$ cat config.mk
export PLATFORM = sky130hd
export DESIGN_NAME = burst_pushpull_dead_time_gen
export DESIGN_NICKNAME = d
export VERILOG_FILES = /design/src/rtl/core/bppg_pkg.sv /design/src/rtl/core/bppg_cfg_regs.sv /design/src/rtl/core/bppg_timebase.sv /design/src/rtl/core/bppg_decode.sv /design/src/rtl/core/burst_pushpull_dead_time_gen.sv
export VERILOG_INCLUDE_DIRS = /design/src /design/src/rtl/core
export SDC_FILE = /design/constraint.sdc
export NUM_CORES = 1
export LEC_CHECK = 0
export BUFFER_PORTS_ARGS = -buffer_cell sky130_fd_sc_hd__clkbuf_2
export CORE_AREA = 2 2 182 184
export DETAILED_ROUTE_END_ITERATION = 7
export DIE_AREA = 0 0 184 186
export MAX_ROUTING_LAYER = met4
export RECOVER_POWER = 50
export SYNTH_ARGS = -nofsm -noshare
export SYNTH_HDL_FRONTEND = slang
export SYNTH_SLANG_ARGS = --single-unit
$ cat constraint.sdc
create_clock -name aclk -period 9 [get_ports aclk]
set_input_delay 0.9 -clock aclk [delete_from_list [all_inputs] [get_ports aclk]]
set_output_delay 0.9 -clock aclk [all_outputs]
set_load 0.02 [all_outputs]
$ cat src/rtl/core/burst_pushpull_dead_time_gen_macros.svh
// assertion macros shared by the burst push-pull generator modules
`ifndef BURST_PUSHPULL_DEAD_TIME_GEN_MACROS_SVH
`define BURST_PUSHPULL_DEAD_TIME_GEN_MACROS_SVH

// same-cycle implication, checked on aclk, off while aresetn is low
`define BPPG_ASSERT_IMPL(label, ante, cons) \
    label: assert property (@(posedge aclk) disable iff (!aresetn) (ante) |-> (cons)) \
        else $error("bppg assertion failed");

// next-cycle implication, checked on aclk, off while aresetn is low
`define BPPG_ASSERT_NEXT(label, ante, cons) \
    label: assert property (@(posedge aclk) disable iff (!aresetn) (ante) |=> (cons)) \
        else $error("bppg assertion failed");

`endif

$ cat src/rtl/core/bppg_pkg.sv
// types, widths and register codes of the burst push-pull generator
package bppg_pkg;

    // counter widths
    localparam int FRAME_COUNT_WIDTH   = 20;
    localparam int CARRIER_COUNT_WIDTH = 16;

    // register widths
    localparam int TPU_W      = 8;
    localparam int FPERIOD_W  = 20;
    localparam int BURST_W    = 20;
    localparam int CPERIOD_W  = 16;
    localparam int HALF_W     = 16;
    localparam int DEAD_W     = 15;
    localparam int TSTART_W   = 20;
    localparam int TLEN_W     = 20;
    localparam int CFG_DATA_W = 20;
    localparam int CFG_ADDR_W = 4;

    // compare widths: wide enough for every operand plus a carry bit (two spare bits for the carrier)
    localparam int FRAME_CMP_W =
        ((FRAME_COUNT_WIDTH > FPERIOD_W) ? FRAME_COUNT_WIDTH : FPERIOD_W) + 1;
    localparam int CARRIER_CMP_W =
        ((CARRIER_COUNT_WIDTH > CPERIOD_W) ? CARRIER_COUNT_WIDTH : CPERIOD_W) + 2;

    // register indexes
    typedef enum logic [CFG_ADDR_W-1:0] {
        REG_TPU     = 4'd0,
        REG_FPERIOD = 4'd1,
        REG_BURST   = 4'd2,
        REG_CPERIOD = 4'd3,
        REG_HALF    = 4'd4,
        REG_DEAD    = 4'd5,
        REG_TSTART  = 4'd6,
        REG_TLEN    = 4'd7
    } cfg_addr_t;

    // reset values
    localparam logic [TPU_W-1:0]     RST_TPU     = 8'd16;
    localparam logic [FPERIOD_W-1:0] RST_FPERIOD = 20'd1000000;
    localparam logic [BURST_W-1:0]   RST_BURST   = 20'd200000;
    localparam logic [CPERIOD_W-1:0] RST_CPERIOD = 16'd1000;
    localparam logic [HALF_W-1:0]    RST_HALF    = 16'd500;
    localparam logic [DEAD_W-1:0]    RST_DEAD    = 15'd10;
    localparam logic [TSTART_W-1:0]  RST_TSTART  = 20'd50000;
    localparam logic [TLEN_W-1:0]    RST_TLEN    = 20'd5000;

    typedef struct packed {
        logic [TPU_W-1:0]     ticks_per_microsecond;
        logic [FPERIOD_W-1:0] frame_period;
        logic [BURST_W-1:0]   burst_length;
        logic [CPERIOD_W-1:0] carrier_period;
        logic [HALF_W-1:0]    half_point;
        logic [DEAD_W-1:0]    dead_time;
        logic [TSTART_W-1:0]  trigger_start;
        logic [TLEN_W-1:0]    trigger_length;
    } cfg_t;

    typedef struct packed {
        logic [FRAME_COUNT_WIDTH-1:0]   frame_microseconds;
        logic [CARRIER_COUNT_WIDTH-1:0] carrier_microseconds;
        logic                           frame_wrap;
    } count_t;

    typedef struct packed {
        logic frame_wrap;
        logic trigger_pulse;
        logic drive_b;
        logic drive_a;
    } result_t;

endpackage

$ cat src/rtl/core/bppg_cfg_regs.sv
// configuration register file of the burst push-pull generator
module bppg_cfg_regs import bppg_pkg::*; (
    input  logic                  aclk,
    input  logic                  aresetn,
    input  logic                  cfg_wen,
    input  logic [CFG_ADDR_W-1:0] cfg_addr,
    input  logic [CFG_DATA_W-1:0] cfg_wdata,
    output cfg_t                  cfg
);

    cfg_t cfg_reg;
    cfg_t cfg_next;

    // decode the write, mask the data to the register width
    always_comb begin
        cfg_next = cfg_reg;
        if (cfg_wen) begin
            unique case (cfg_addr)
                REG_TPU:     cfg_next.ticks_per_microsecond = cfg_wdata[TPU_W-1:0];
                REG_FPERIOD: cfg_next.frame_period          = cfg_wdata[FPERIOD_W-1:0];
                REG_BURST:   cfg_next.burst_length          = cfg_wdata[BURST_W-1:0];
                REG_CPERIOD: cfg_next.carrier_period        = cfg_wdata[CPERIOD_W-1:0];
                REG_HALF:    cfg_next.half_point            = cfg_wdata[HALF_W-1:0];
                REG_DEAD:    cfg_next.dead_time             = cfg_wdata[DEAD_W-1:0];
                REG_TSTART:  cfg_next.trigger_start         = cfg_wdata[TSTART_W-1:0];
                REG_TLEN:    cfg_next.trigger_length        = cfg_wdata[TLEN_W-1:0];
                default:     cfg_next = cfg_reg;
            endcase
        end
    end

    always_ff @(posedge aclk) begin
        if (!aresetn) begin
            cfg_reg.ticks_per_microsecond <= RST_TPU;
            cfg_reg.frame_period          <= RST_FPERIOD;
            cfg_reg.burst_length          <= RST_BURST;
            cfg_reg.carrier_period        <= RST_CPERIOD;
            cfg_reg.half_point            <= RST_HALF;
            cfg_reg.dead_time             <= RST_DEAD;
            cfg_reg.trigger_start         <= RST_TSTART;
            cfg_reg.trigger_length        <= RST_TLEN;
        end else begin
            cfg_reg <= cfg_next;
        end
    end

    assign cfg = cfg_reg;

endmodule

$ cat src/rtl/core/bppg_timebase.sv
// prescaler, frame counter and carrier counter of the burst push-pull generator
module bppg_timebase import bppg_pkg::*; (
    input  logic   aclk,
    input  logic   aresetn,
    input  logic   step,
    input  logic   tick,
    input  cfg_t   cfg,
    output count_t cnt
);

    `include "burst_pushpull_dead_time_gen_macros.svh"

    logic [TPU_W-1:0]               pre_reg, pre_next;
    logic [FRAME_COUNT_WIDTH-1:0]   frame_reg, frame_next;
    logic [CARRIER_COUNT_WIDTH-1:0] carrier_reg, carrier_next;
    logic                           wrap_reg, wrap_next;

    logic [TPU_W:0]               pre_inc;
    logic [FRAME_COUNT_WIDTH:0]   frame_inc;
    logic [CARRIER_COUNT_WIDTH:0] carrier_inc;
    logic                         us_done, frame_done, carrier_done;

    // increments with a carry bit and wrap decisions
    always_comb begin
        pre_inc     = {1'b0, pre_reg} + 1'b1;
        frame_inc   = {1'b0, frame_reg} + 1'b1;
        carrier_inc = {1'b0, carrier_reg} + 1'b1;
        us_done     = (pre_inc >= {1'b0, cfg.ticks_per_microsecond}) || pre_inc[TPU_W];
        frame_done  = (FRAME_CMP_W'(frame_inc) >= FRAME_CMP_W'(cfg.frame_period))
                      || frame_inc[FRAME_COUNT_WIDTH];
        carrier_done = (CARRIER_CMP_W'(carrier_inc) >= CARRIER_CMP_W'(cfg.carrier_period))
                       || carrier_inc[CARRIER_COUNT_WIDTH];
    end

    // counter update for one accepted beat
    always_comb begin
        pre_next     = pre_reg;
        frame_next   = frame_reg;
        carrier_next = carrier_reg;
        wrap_next    = wrap_reg;
        if (step) begin
            wrap_next = 1'b0;
            if (tick) begin
                if (us_done) begin
                    pre_next = '0;
                    if (frame_done) begin
                        frame_next   = '0;
                        carrier_next = '0;
                        wrap_next    = 1'b1;
                    end else begin
                        frame_next   = frame_inc[FRAME_COUNT_WIDTH-1:0];
                        carrier_next = carrier_done ? '0 : carrier_inc[CARRIER_COUNT_WIDTH-1:0];
                    end
                end else begin
                    pre_next = pre_inc[TPU_W-1:0];
                end
            end
        end
    end

    always_ff @(posedge aclk) begin
        if (!aresetn) begin
            pre_reg     <= '0;
            frame_reg   <= '0;
            carrier_reg <= '0;
            wrap_reg    <= 1'b0;
        end else begin
            pre_reg     <= pre_next;
            frame_reg   <= frame_next;
            carrier_reg <= carrier_next;
            wrap_reg    <= wrap_next;
        end
    end

    // frame count, carrier count and wrap flag, in that order
    assign cnt = {frame_reg, carrier_reg, wrap_reg};

    // a frame wrap leaves both counters at zero until the next beat
    `BPPG_ASSERT_IMPL(a_wrap_clears, wrap_reg, (frame_reg == '0) && (carrier_reg == '0))
    // without an accepted beat the counters hold
    `BPPG_ASSERT_NEXT(a_hold_idle, !step, $stable(frame_reg) && $stable(carrier_reg))

endmodule

$ cat src/rtl/core/bppg_decode.sv
// drive, dead time and trigger decode from the counter values
module bppg_decode import bppg_pkg::*; (
    input  cfg_t    cfg,
    input  count_t  cnt,
    output result_t res
);

    logic [FRAME_CMP_W-1:0]   fx, tstart, tend;
    logic [CARRIER_CMP_W-1:0] s, dead, half, half_dead;
    logic                     in_burst, lt_dead, lt_half, lt_half_dead;

    always_comb begin
        // burst window and carrier phase
        fx        = FRAME_CMP_W'(cnt.frame_microseconds);
        s         = CARRIER_CMP_W'(cnt.carrier_microseconds);
        dead      = CARRIER_CMP_W'(cfg.dead_time);
        half      = CARRIER_CMP_W'(cfg.half_point);
        half_dead = half + dead;
        in_burst     = fx < FRAME_CMP_W'(cfg.burst_length);
        lt_dead      = s < dead;
        lt_half      = s < half;
        lt_half_dead = s < half_dead;
        res.drive_a  = in_burst && !lt_dead && lt_half;
        res.drive_b  = in_burst && !lt_dead && !lt_half && !lt_half_dead;

        // trigger interval, end formed with a carry bit
        tstart = FRAME_CMP_W'(cfg.trigger_start);
        tend   = tstart + FRAME_CMP_W'(cfg.trigger_length);
        res.trigger_pulse = (fx >= tstart) && (fx < tend);
        res.frame_wrap    = cnt.frame_wrap;
    end

endmodule

$ cat src/rtl/core/burst_pushpull_dead_time_gen.sv
// Complementary push-pull drive generator with dead time, burst window and trigger.
// Every input beat is one clock tick (tdata bit 0 = tick; 0 holds all counters) and
// yields exactly one result beat. One beat is accepted per cycle at full rate: the
// counters update on the accepting edge, their decode is loaded into the output
// register once that register is free, and back-pressure on the master side stalls
// the slave side only once both the counter stage and the output register are full.
// Configuration is written through cfg_wen/cfg_addr/cfg_wdata; the user must write
// it only while the block is idle (not enforced); indexes 8 and up are ignored.
module burst_pushpull_dead_time_gen import bppg_pkg::*; (
    input  logic                  aclk,
    input  logic                  aresetn,
    input  logic                  s_tvalid,
    output logic                  s_tready,
    input  logic [7:0]            s_tdata,   // [0] tick, [7:1] zero
    output logic                  m_tvalid,
    input  logic                  m_tready,
    output logic [7:0]            m_tdata,   // [0] drive_a, [1] drive_b,
                                             // [2] trigger_pulse, [3] frame_wrap, [7:4] zero
    input  logic                  cfg_wen,
    input  logic [CFG_ADDR_W-1:0] cfg_addr,
    input  logic [CFG_DATA_W-1:0] cfg_wdata
);

    `include "burst_pushpull_dead_time_gen_macros.svh"

    cfg_t    cfg;
    count_t  cnt;
    result_t res;
    result_t res_reg;

    logic s1_valid_reg, s1_valid_next;
    logic m_valid_reg, m_valid_next;
    logic s1_adv, accept;

    bppg_cfg_regs u_cfg (
        .aclk      (aclk),
        .aresetn   (aresetn),
        .cfg_wen   (cfg_wen),
        .cfg_addr  (cfg_addr),
        .cfg_wdata (cfg_wdata),
        .cfg       (cfg)
    );

    bppg_timebase u_timebase (
        .aclk    (aclk),
        .aresetn (aresetn),
        .step    (accept),
        .tick    (s_tdata[0]),
        .cfg     (cfg),
        .cnt     (cnt)
    );

    bppg_decode u_decode (
        .cfg (cfg),
        .cnt (cnt),
        .res (res)
    );

    // beat flow through counter stage and output register
    always_comb begin
        s1_adv        = !m_valid_reg || m_tready;
        s_tready      = !s1_valid_reg || s1_adv;
        accept        = s_tvalid && s_tready;
        s1_valid_next = accept || (s1_valid_reg && !s1_adv);
        m_valid_next  = s1_adv ? s1_valid_reg : m_valid_reg;
    end

    always_ff @(posedge aclk) begin
        if (!aresetn) begin
            s1_valid_reg <= 1'b0;
            m_valid_reg  <= 1'b0;
        end else begin
            s1_valid_reg <= s1_valid_next;
            m_valid_reg  <= m_valid_next;
        end
    end

    // result payload
    always_ff @(posedge aclk) begin
        if (s1_adv && s1_valid_reg) begin
            res_reg <= res;
        end
    end

    assign m_tvalid = m_valid_reg;
    assign m_tdata  = {4'b0000, res_reg.frame_wrap, res_reg.trigger_pulse,
                       res_reg.drive_b, res_reg.drive_a};

    // the two drives are never high together
    `BPPG_ASSERT_IMPL(a_no_overlap, m_valid_reg, !(res_reg.drive_a && res_reg.drive_b))
    // a counted beat moves into an empty output register
    `BPPG_ASSERT_NEXT(a_stage_moves, s1_valid_reg && !m_valid_reg, m_valid_reg)

endmodule

==> results of run 1 <==
how the worst min path moves through the flow:
stage,startpoint,to,slack [ns],depth (start not counted)
2_1_floorplan,u_timebase.wrap_reg$_SDFFE_PN0P_,m_tdata[3]$_DFFE_PP_,0.41,0
3_3_place_gp,u_timebase.wrap_reg$_SDFFE_PN0P_,m_tdata[3]$_DFFE_PP_,0.43,0
3_5_place_dp,u_timebase.wrap_reg$_SDFFE_PN0P_,m_tdata[3]$_DFFE_PP_,0.43,0
4_1_cts,u_timebase.wrap_reg$_SDFFE_PN0P_,m_tdata[3]$_DFFE_PP_,0.45,0
5_1_grt,u_timebase.wrap_reg$_SDFFE_PN0P_,m_tdata[3]$_DFFE_PP_,0.46,0
6_report,u_timebase.wrap_reg$_SDFFE_PN0P_,m_tdata[3]$_DFFE_PP_,0.45,0
power breakdown:
part	switching, mW	internal [mW]
Sequential	0.00649	0.836
Combinational	0.0798	0.0432
Clock	0.354	0.441
Total	0.440	1.32
synth_stat cells, drive strengths merged (21+ instances only):
cell type,instances,area (um^2)
a21boi,94,706
a21o,38,285
clkbuf,49,195
xnor2,30,263
o21ai,57,293
inv,127,477
nor2,63,239
nand3,32,160
ha,184,2300
a21oi,54,289
xor2,60,526
nand2,289,1080
and3,21,143
dfxtp,182,3640
o211ai,42,315
layer usage:
metal / vias to the layer above / GRT usage, % / part of all wire (%)
li1: 5373 / - / -
met1: 4891 / 25.7 / 48
met2: 147 / 35.1 / 48
met3: 15 / 2.45 / 2.9
met4: 0 / 3.97 / 0.68
met5: - / - / 0
layout make-up:
| class | count | area, um^2 |
|---|---|---|
| well taps | 408 | 510 |
| clock inverters | 13 | 168 |
| repair buffers | 41 | 213 |
| flip-flops and latches | 186 | 3760 |
| inverters | 127 | 477 |
| fillers | 3221 | 18400 |
| multi-input cells | 1168 | 8190 |
| clock buffers | 19 | 433 |
kinds of logic after synthesis:
family | after synthesis
muxes | 8
and+or+nand+nor | 491
AOI/OAI and AO/OA | 389
other | 1
xor gates and xnor gates | 90
DFF | 186
adders and majority gates | 186
buffers and inverters | 192
metrics by stage:
stage          hold WS (ns)  util [%]  cells
3_3_place_gp          0.428      40.9   1930
3_5_place_dp          0.430      40.9   1930
2_1_floorplan         0.408         -   1546
5_1_grt               0.460      42.7   1962
6_report              0.453      42.7   1962
4_1_cts               0.451      42.7   1962
==> results.py, run 1 <==
metrics = {
    "cts": {
        "cts_tree": "yes",
        "clk_latency_ns": 0.45,
        "cts_root_buf": "clkbuf_16",
        "numCtsBuffers": 17,
        "clock_path_buffers": 2,
        "htree_levels": 4,
        "cts.sinks": 186,
        "clk_pin_slew_worst_paths_ns": 0.08,
        "cts_hold_buf": 0,
        "post_cts_buffers": 0,
        "cts_resized": 0,
    },
    "grt": {
        "overflow": 0,
        "antenna_found_initial": 0,
        "grt_max_degree": 98,
        "grt_use_total_pct": 20.3,
        "grt_pass1_vias": 10100,
        "grt_pass1_wl_um": 53100,
    },
    "setup_path": {
        "cp_common_cell": "and3_1",
        "worstSetupPathType": "flop to flop",
        "r2r-start": "u_timebase.carrier_reg[2]$_SDFFE_PN0P_",
        "worstPathRequired_ns": 9.30,
        "arrival_ns": 4.55,
        "crit_start": "u_timebase.carrier_reg[2]$_SDFFE_PN0P_",
        "cp_cell_sequence": "nand3_1 -> nor2_1 -> and3_1 -> and3_1 -> and3_1 -> and3_1 -> xor2_1 -> ha_1 -> nand2_1 -> nor4_1 -> a21oi_2 -> a41oi_1 -> a31oi_1",
        "slowest_stage": "nor4_1",
        "critPathBufInv": 0,
        "path_delay_family": "simple AND/OR/NAND/NOR gates",
        "start_kind": "flop",
        "cp.depth": 13,
        "crit-reg2reg-capture": "u_timebase.carrier_reg[6]$_SDFFE_PN0P_",
        "crit_path_max_incr_delay_ns": 0.73,
        "ff2ff_path_depth": 13,
        "end_kind": "flop",
        "reg2reg_slack_ns": 4.75,
        "cp_max_fo": 19,
        "crit_path_end": "u_timebase.carrier_reg[6]$_SDFFE_PN0P_",
    },
    "timing": {
        "worst_slack_ns": 4.75,
        "fin_crit_ns": 4.25,
        "hold_violations": 0,
        "setup_violations": 0,
        "maxSlewHeadroom_pct": -23.9,
        "rsz0062_at_grt": "false",
        "period_share_pct": 47.2,
        "worstMarginPinSlew_ns": 1.86,
        "finClkSkew_ns": 0.0163,
        "max_freq_mhz": 235,
        "setup_tns_ns": 0,
        "maxSlewViolCount": 47,
    },
    "placed_design": {
        "dpl.hpwl_um": 24200,
        "gp_congestion": 0.849,
        "io_buffers": 35,
        "dpl_cell_area_um2": 13200,
        "dp_slack_ns": 4.90,
    },
    "final_layout": {
        "nNetsFinal": 1764,
        "antenna_cells": 0,
        "final_area_um2": 13800,
        "drive_gt1_share_pct": 5.79,
        "final_common_cell": "nand2_1",
        "syn_to_final_growth_pct": 8.29,
        "largest_register_ff_count": 135,
        "final_cell_mix": "nand2_1 (289), ha_1 (184), dfxtp_1 (182)",
    },
    "logic_synthesis": {
        "ys_ff_latch": 186,
        "syn_area_per_cell_um2": 8.23,
        "synth_edf_count": 4,
        "synth_top_family_by_area": "compound AO/OA/AOI/OAI gates",
        "syn-instance-count": 1543,
        "async_reset_ff_share_pct": 0,
        "synth_xor_area_share_pct": 6.21,
        "synth_mux_area_share_pct": 0.630,
        "synth.cell_area_um2": 12700,
        "synth-simple-area-share_pct": 17.4,
        "yosys_warnings": 0,
        "ys_seq_area_share_pct": 29.6,
        "ys.flop_type": "dfxtp_1",
        "synth_compound_area_share_pct": 21.6,
        "synth_cell_types": 71,
        "synth_adder_area_share_pct": 18.4,
    },
    "pwr": {
        "total_power_mw": 1.76,
        "ir_drop_mv": 0.131,
        "power_density_nw_per_um2": 128,
        "p_leak_nw": 6.05,
    },
    "floorplan": {
        "rows": 66,
        "coreArea_um2": 32200,
        "die_w_um": 184,
        "start_util_pct": 39.4,
        "ios": 47,
        "die_area_um2": 34200,
        "die_h_um": 186,
    },
    "status": {
        "status": "finished with violations",
        "violations": "max-capacitance violations, max-slew violations",
    },
    "route": {
        "drcViolationCount": 0,
        "vias_per_cell": 5.31,
        "wl_per_cell_um": 16.5,
        "dr.pass1.iters": 5,
        "wl_um": 32400,
        "drt-initial-drc-count": 547,
        "vias": 10400,
        "final_antenna_net_count": 0,
    },
    "hold_path": {
        "hp-class": "flop to flop",
    },
    "job": {
        "cap_violations": 1,
    },
}
Power figures use the tool's default switching activity.
==> run 2: changes to the inputs <==
- clock period: 9 -> 3.9 ns (I/O delays scaled with it)
==> results.py, run 2 (synthesis results as in run 1) <==
metrics = {
    "route": {
        "vias_per_cell": 5.32,
        "vias": 10600,
        "drt-initial-drc-count": 578,
        "wl_um": 32800,
        "wl_per_cell_um": 16.5,
        "drcViolationCount": 0,
        "dr.pass1.iters": 5,
        "final_antenna_net_count": 0,
    },
    "setup_path": {
        "arrival_ns": 3.92,
        "crit_path_end": "m_tdata[1]$_DFFE_PP_",
        "slowest_stage": "a2111o_1",
        "crit_start": "u_cfg.cfg[40]$_SDFFE_PN0P_",
        "ff2ff_path_depth": 16,
        "cp_cell_sequence": "ha_2 -> fa_2 -> a21o_1 -> a21o_1 -> a21oi_2 -> o21a_1 -> o211ai_1 -> a31o_2 -> a21oi_1 -> xor2_1 -> ha_1 -> a2111o_1 -> a211oi_1 -> o21ai_1 -> o211ai_1 -> nor3_1",
        "cp_max_fo": 3,
        "reg2reg_slack_ns": 0.16,
        "end_kind": "flop",
        "r2r-start": "u_cfg.cfg[40]$_SDFFE_PN0P_",
        "path_delay_family": "compound AO/OA/AOI/OAI gates",
        "critPathBufInv": 0,
        "crit_path_max_incr_delay_ns": 0.44,
        "worstSetupPathType": "flop to flop",
        "start_kind": "flop",
        "cp.depth": 16,
        "crit-reg2reg-capture": "m_tdata[1]$_DFFE_PP_",
        "worstPathRequired_ns": 4.08,
    },
    "floorplan": {
        "ios": 47,
        "coreArea_um2": 32200,
        "start_util_pct": 39.4,
        "die_area_um2": 34200,
        "rows": 66,
        "die_w_um": 184,
        "die_h_um": 186,
    },
    "placed_design": {
        "placed_cells_incl_taps": 1957,
        "dpl.hpwl_um": 24800,
        "dpl_cell_area_um2": 13400,
        "gp_congestion": 0.868,
        "io_buffers": 35,
    },
    "cts": {
        "clk_pin_slew_worst_paths_ns": 0.08,
        "htree_levels": 4,
        "clock_path_buffers": 2,
        "cts.sinks": 186,
        "clk_latency_ns": 0.44,
        "cts_hold_buf": 0,
        "cts_tree": "yes",
        "cts_root_buf": "clkbuf_16",
        "numCtsBuffers": 17,
    },
    "pwr": {
        "total_power_mw": 4.00,
        "pwr-share-comb_pct": 7.3,
        "power_density_nw_per_um2": 285,
        "ir_drop_mv": 0.277,
        "swShare_pct": 25.8,
        "p_sw_mw": 1.03,
        "pwr-share-seq_pct": 48.6,
        "p_int_mw": 2.97,
        "p_leak_nw": 6.21,
        "clkPwrFrac_pct": 44.2,
    },
    "timing": {
        "finClkSkew_ns": 0.0131,
        "period_share_pct": 96.0,
        "setup_violations": 0,
        "worstMarginPinSlew_ns": 1.79,
        "maxSlewViolCount": 93,
        "max_freq_mhz": 267,
        "hold_violations": 0,
        "maxSlewHeadroom_pct": -19.3,
        "fin_crit_ns": 3.74,
        "rsz0062_at_grt": "false",
    },
    "status": {
        "status": "finished with violations",
        "violations": "max-capacitance violations, max-slew violations",
    },
    "final_layout": {
        "num-fill-cells": 3240,
        "final_common_cell": "nand2_1",
        "nNetsFinal": 1794,
        "antenna_cells": 0,
        "largest_register_ff_count": 135,
        "final_area_um2": 14000,
        "final_cell_mix": "nand2_1 (289), ha_1 (182), dfxtp_1 (181)",
        "stdcell_count": 1992,
        "syn_to_final_growth_pct": 10.6,
        "drive_gt1_share_pct": 8.65,
    },
    "grt": {
        "grt_max_degree": 93,
        "grt_pass1_vias": 10300,
        "grt_pass1_wl_um": 53300,
        "antenna_found_initial": 0,
        "grt_use_total_pct": 20.5,
        "overflow": 0,
    },
    "job": {
        "cap_violations": 1,
    },
    "hold_path": {
        "holdPathStages": 3,
        "hp-class": "primary input to flop",
    },
}
## run 2: cell types whose count changed in the layout (fill, tap and decap cells not counted), sizes merged
cell / before / now
clkinv: 4 / 3
bufinv: 3 / 1
inv: 131 / 133
clkbuf: 54 / 56
buf: 6 / 34
clkinvlp: 2 / 3
## run 2: metal layers
metal	part of all wire (%)	up-vias	track usage (%)
met1	47	4996	24.9
met3	3.2	28	2.82
li1	-	5429	-
met5	0	-	-
met4	1.5	0	5.06
met2	49	144	35.7
## run 2: area by class of cell
cell class,count,area [um^2],share of cell area (%)
Timing Repair Buffer,71,449,3.20
Clock inverter,13,133,0.944
Sequential cell,186,3760,26.8
Clock buffer,19,454,3.23
Multi-Input combinational cell,1168,8260,58.8
Tap cell,408,510,3.63
Inverter,127,477,3.39
## run 2: worst min-delay path by stage
stage / slack [ns] / start / end
2_1_floorplan: 0.41 / u_timebase.wrap_reg$_SDFFE_PN0P_ / m_tdata[3]$_DFFE_PP_
3_3_place_gp: 0.42 / u_timebase.wrap_reg$_SDFFE_PN0P_ / m_tdata[3]$_DFFE_PP_
3_5_place_dp: 0.44 / u_timebase.wrap_reg$_SDFFE_PN0P_ / m_tdata[3]$_DFFE_PP_
4_1_cts: 0.21 / s_tvalid / s1_valid_reg$_SDFF_PN0_
5_1_grt: 0.25 / s_tvalid / s1_valid_reg$_SDFF_PN0_
6_report: 0.22 / s_tvalid / s1_valid_reg$_SDFF_PN0_
## run 2: what timing repair did
action / 4_1_cts / 5_1_grt
pin swaps: 1 / 7
setup endpoints to repair: 1 / 35
gates cloned: 0 / 0
buffers inserted: 0 / 3
resized for setup: 3 / 20
## run 2: power by group through the flow
stage,sequential [mW],clock [mW],combinational (mW)
finish,1.94,1.77,0.292
global route,1.95,1.88,0.325
CTS,1.94,1.80,0.291
detailed placement,1.99,0,0.288
global placement,1.99,0,0.283
floorplan,1.99,0,0.190
## run 2: tightest hold or removal path: cells and delay by family
family	cells	cell delay, ns
buffers and inverters	1	0.11
AO/OA/AOI/OAI	1	0.04
AND/OR/NAND/NOR	1	0.09
## run 2: metrics by stage
stage | setup TNS, ns | utilization [%] | hold slack (ns) | worst slack [ns]
2_1_floorplan | 0 | - | 0.408 | 0.437
3_3_place_gp | 0 | 41.5 | 0.424 | 0.0332
3_5_place_dp | -0.0252 | 41.5 | 0.441 | -0.0252
4_1_cts | 0 | 43.4 | 0.205 | 0.0330
5_1_grt | 0 | 43.6 | 0.249 | 0.00265
6_report | 0 | 43.6 | 0.223 | 0.156
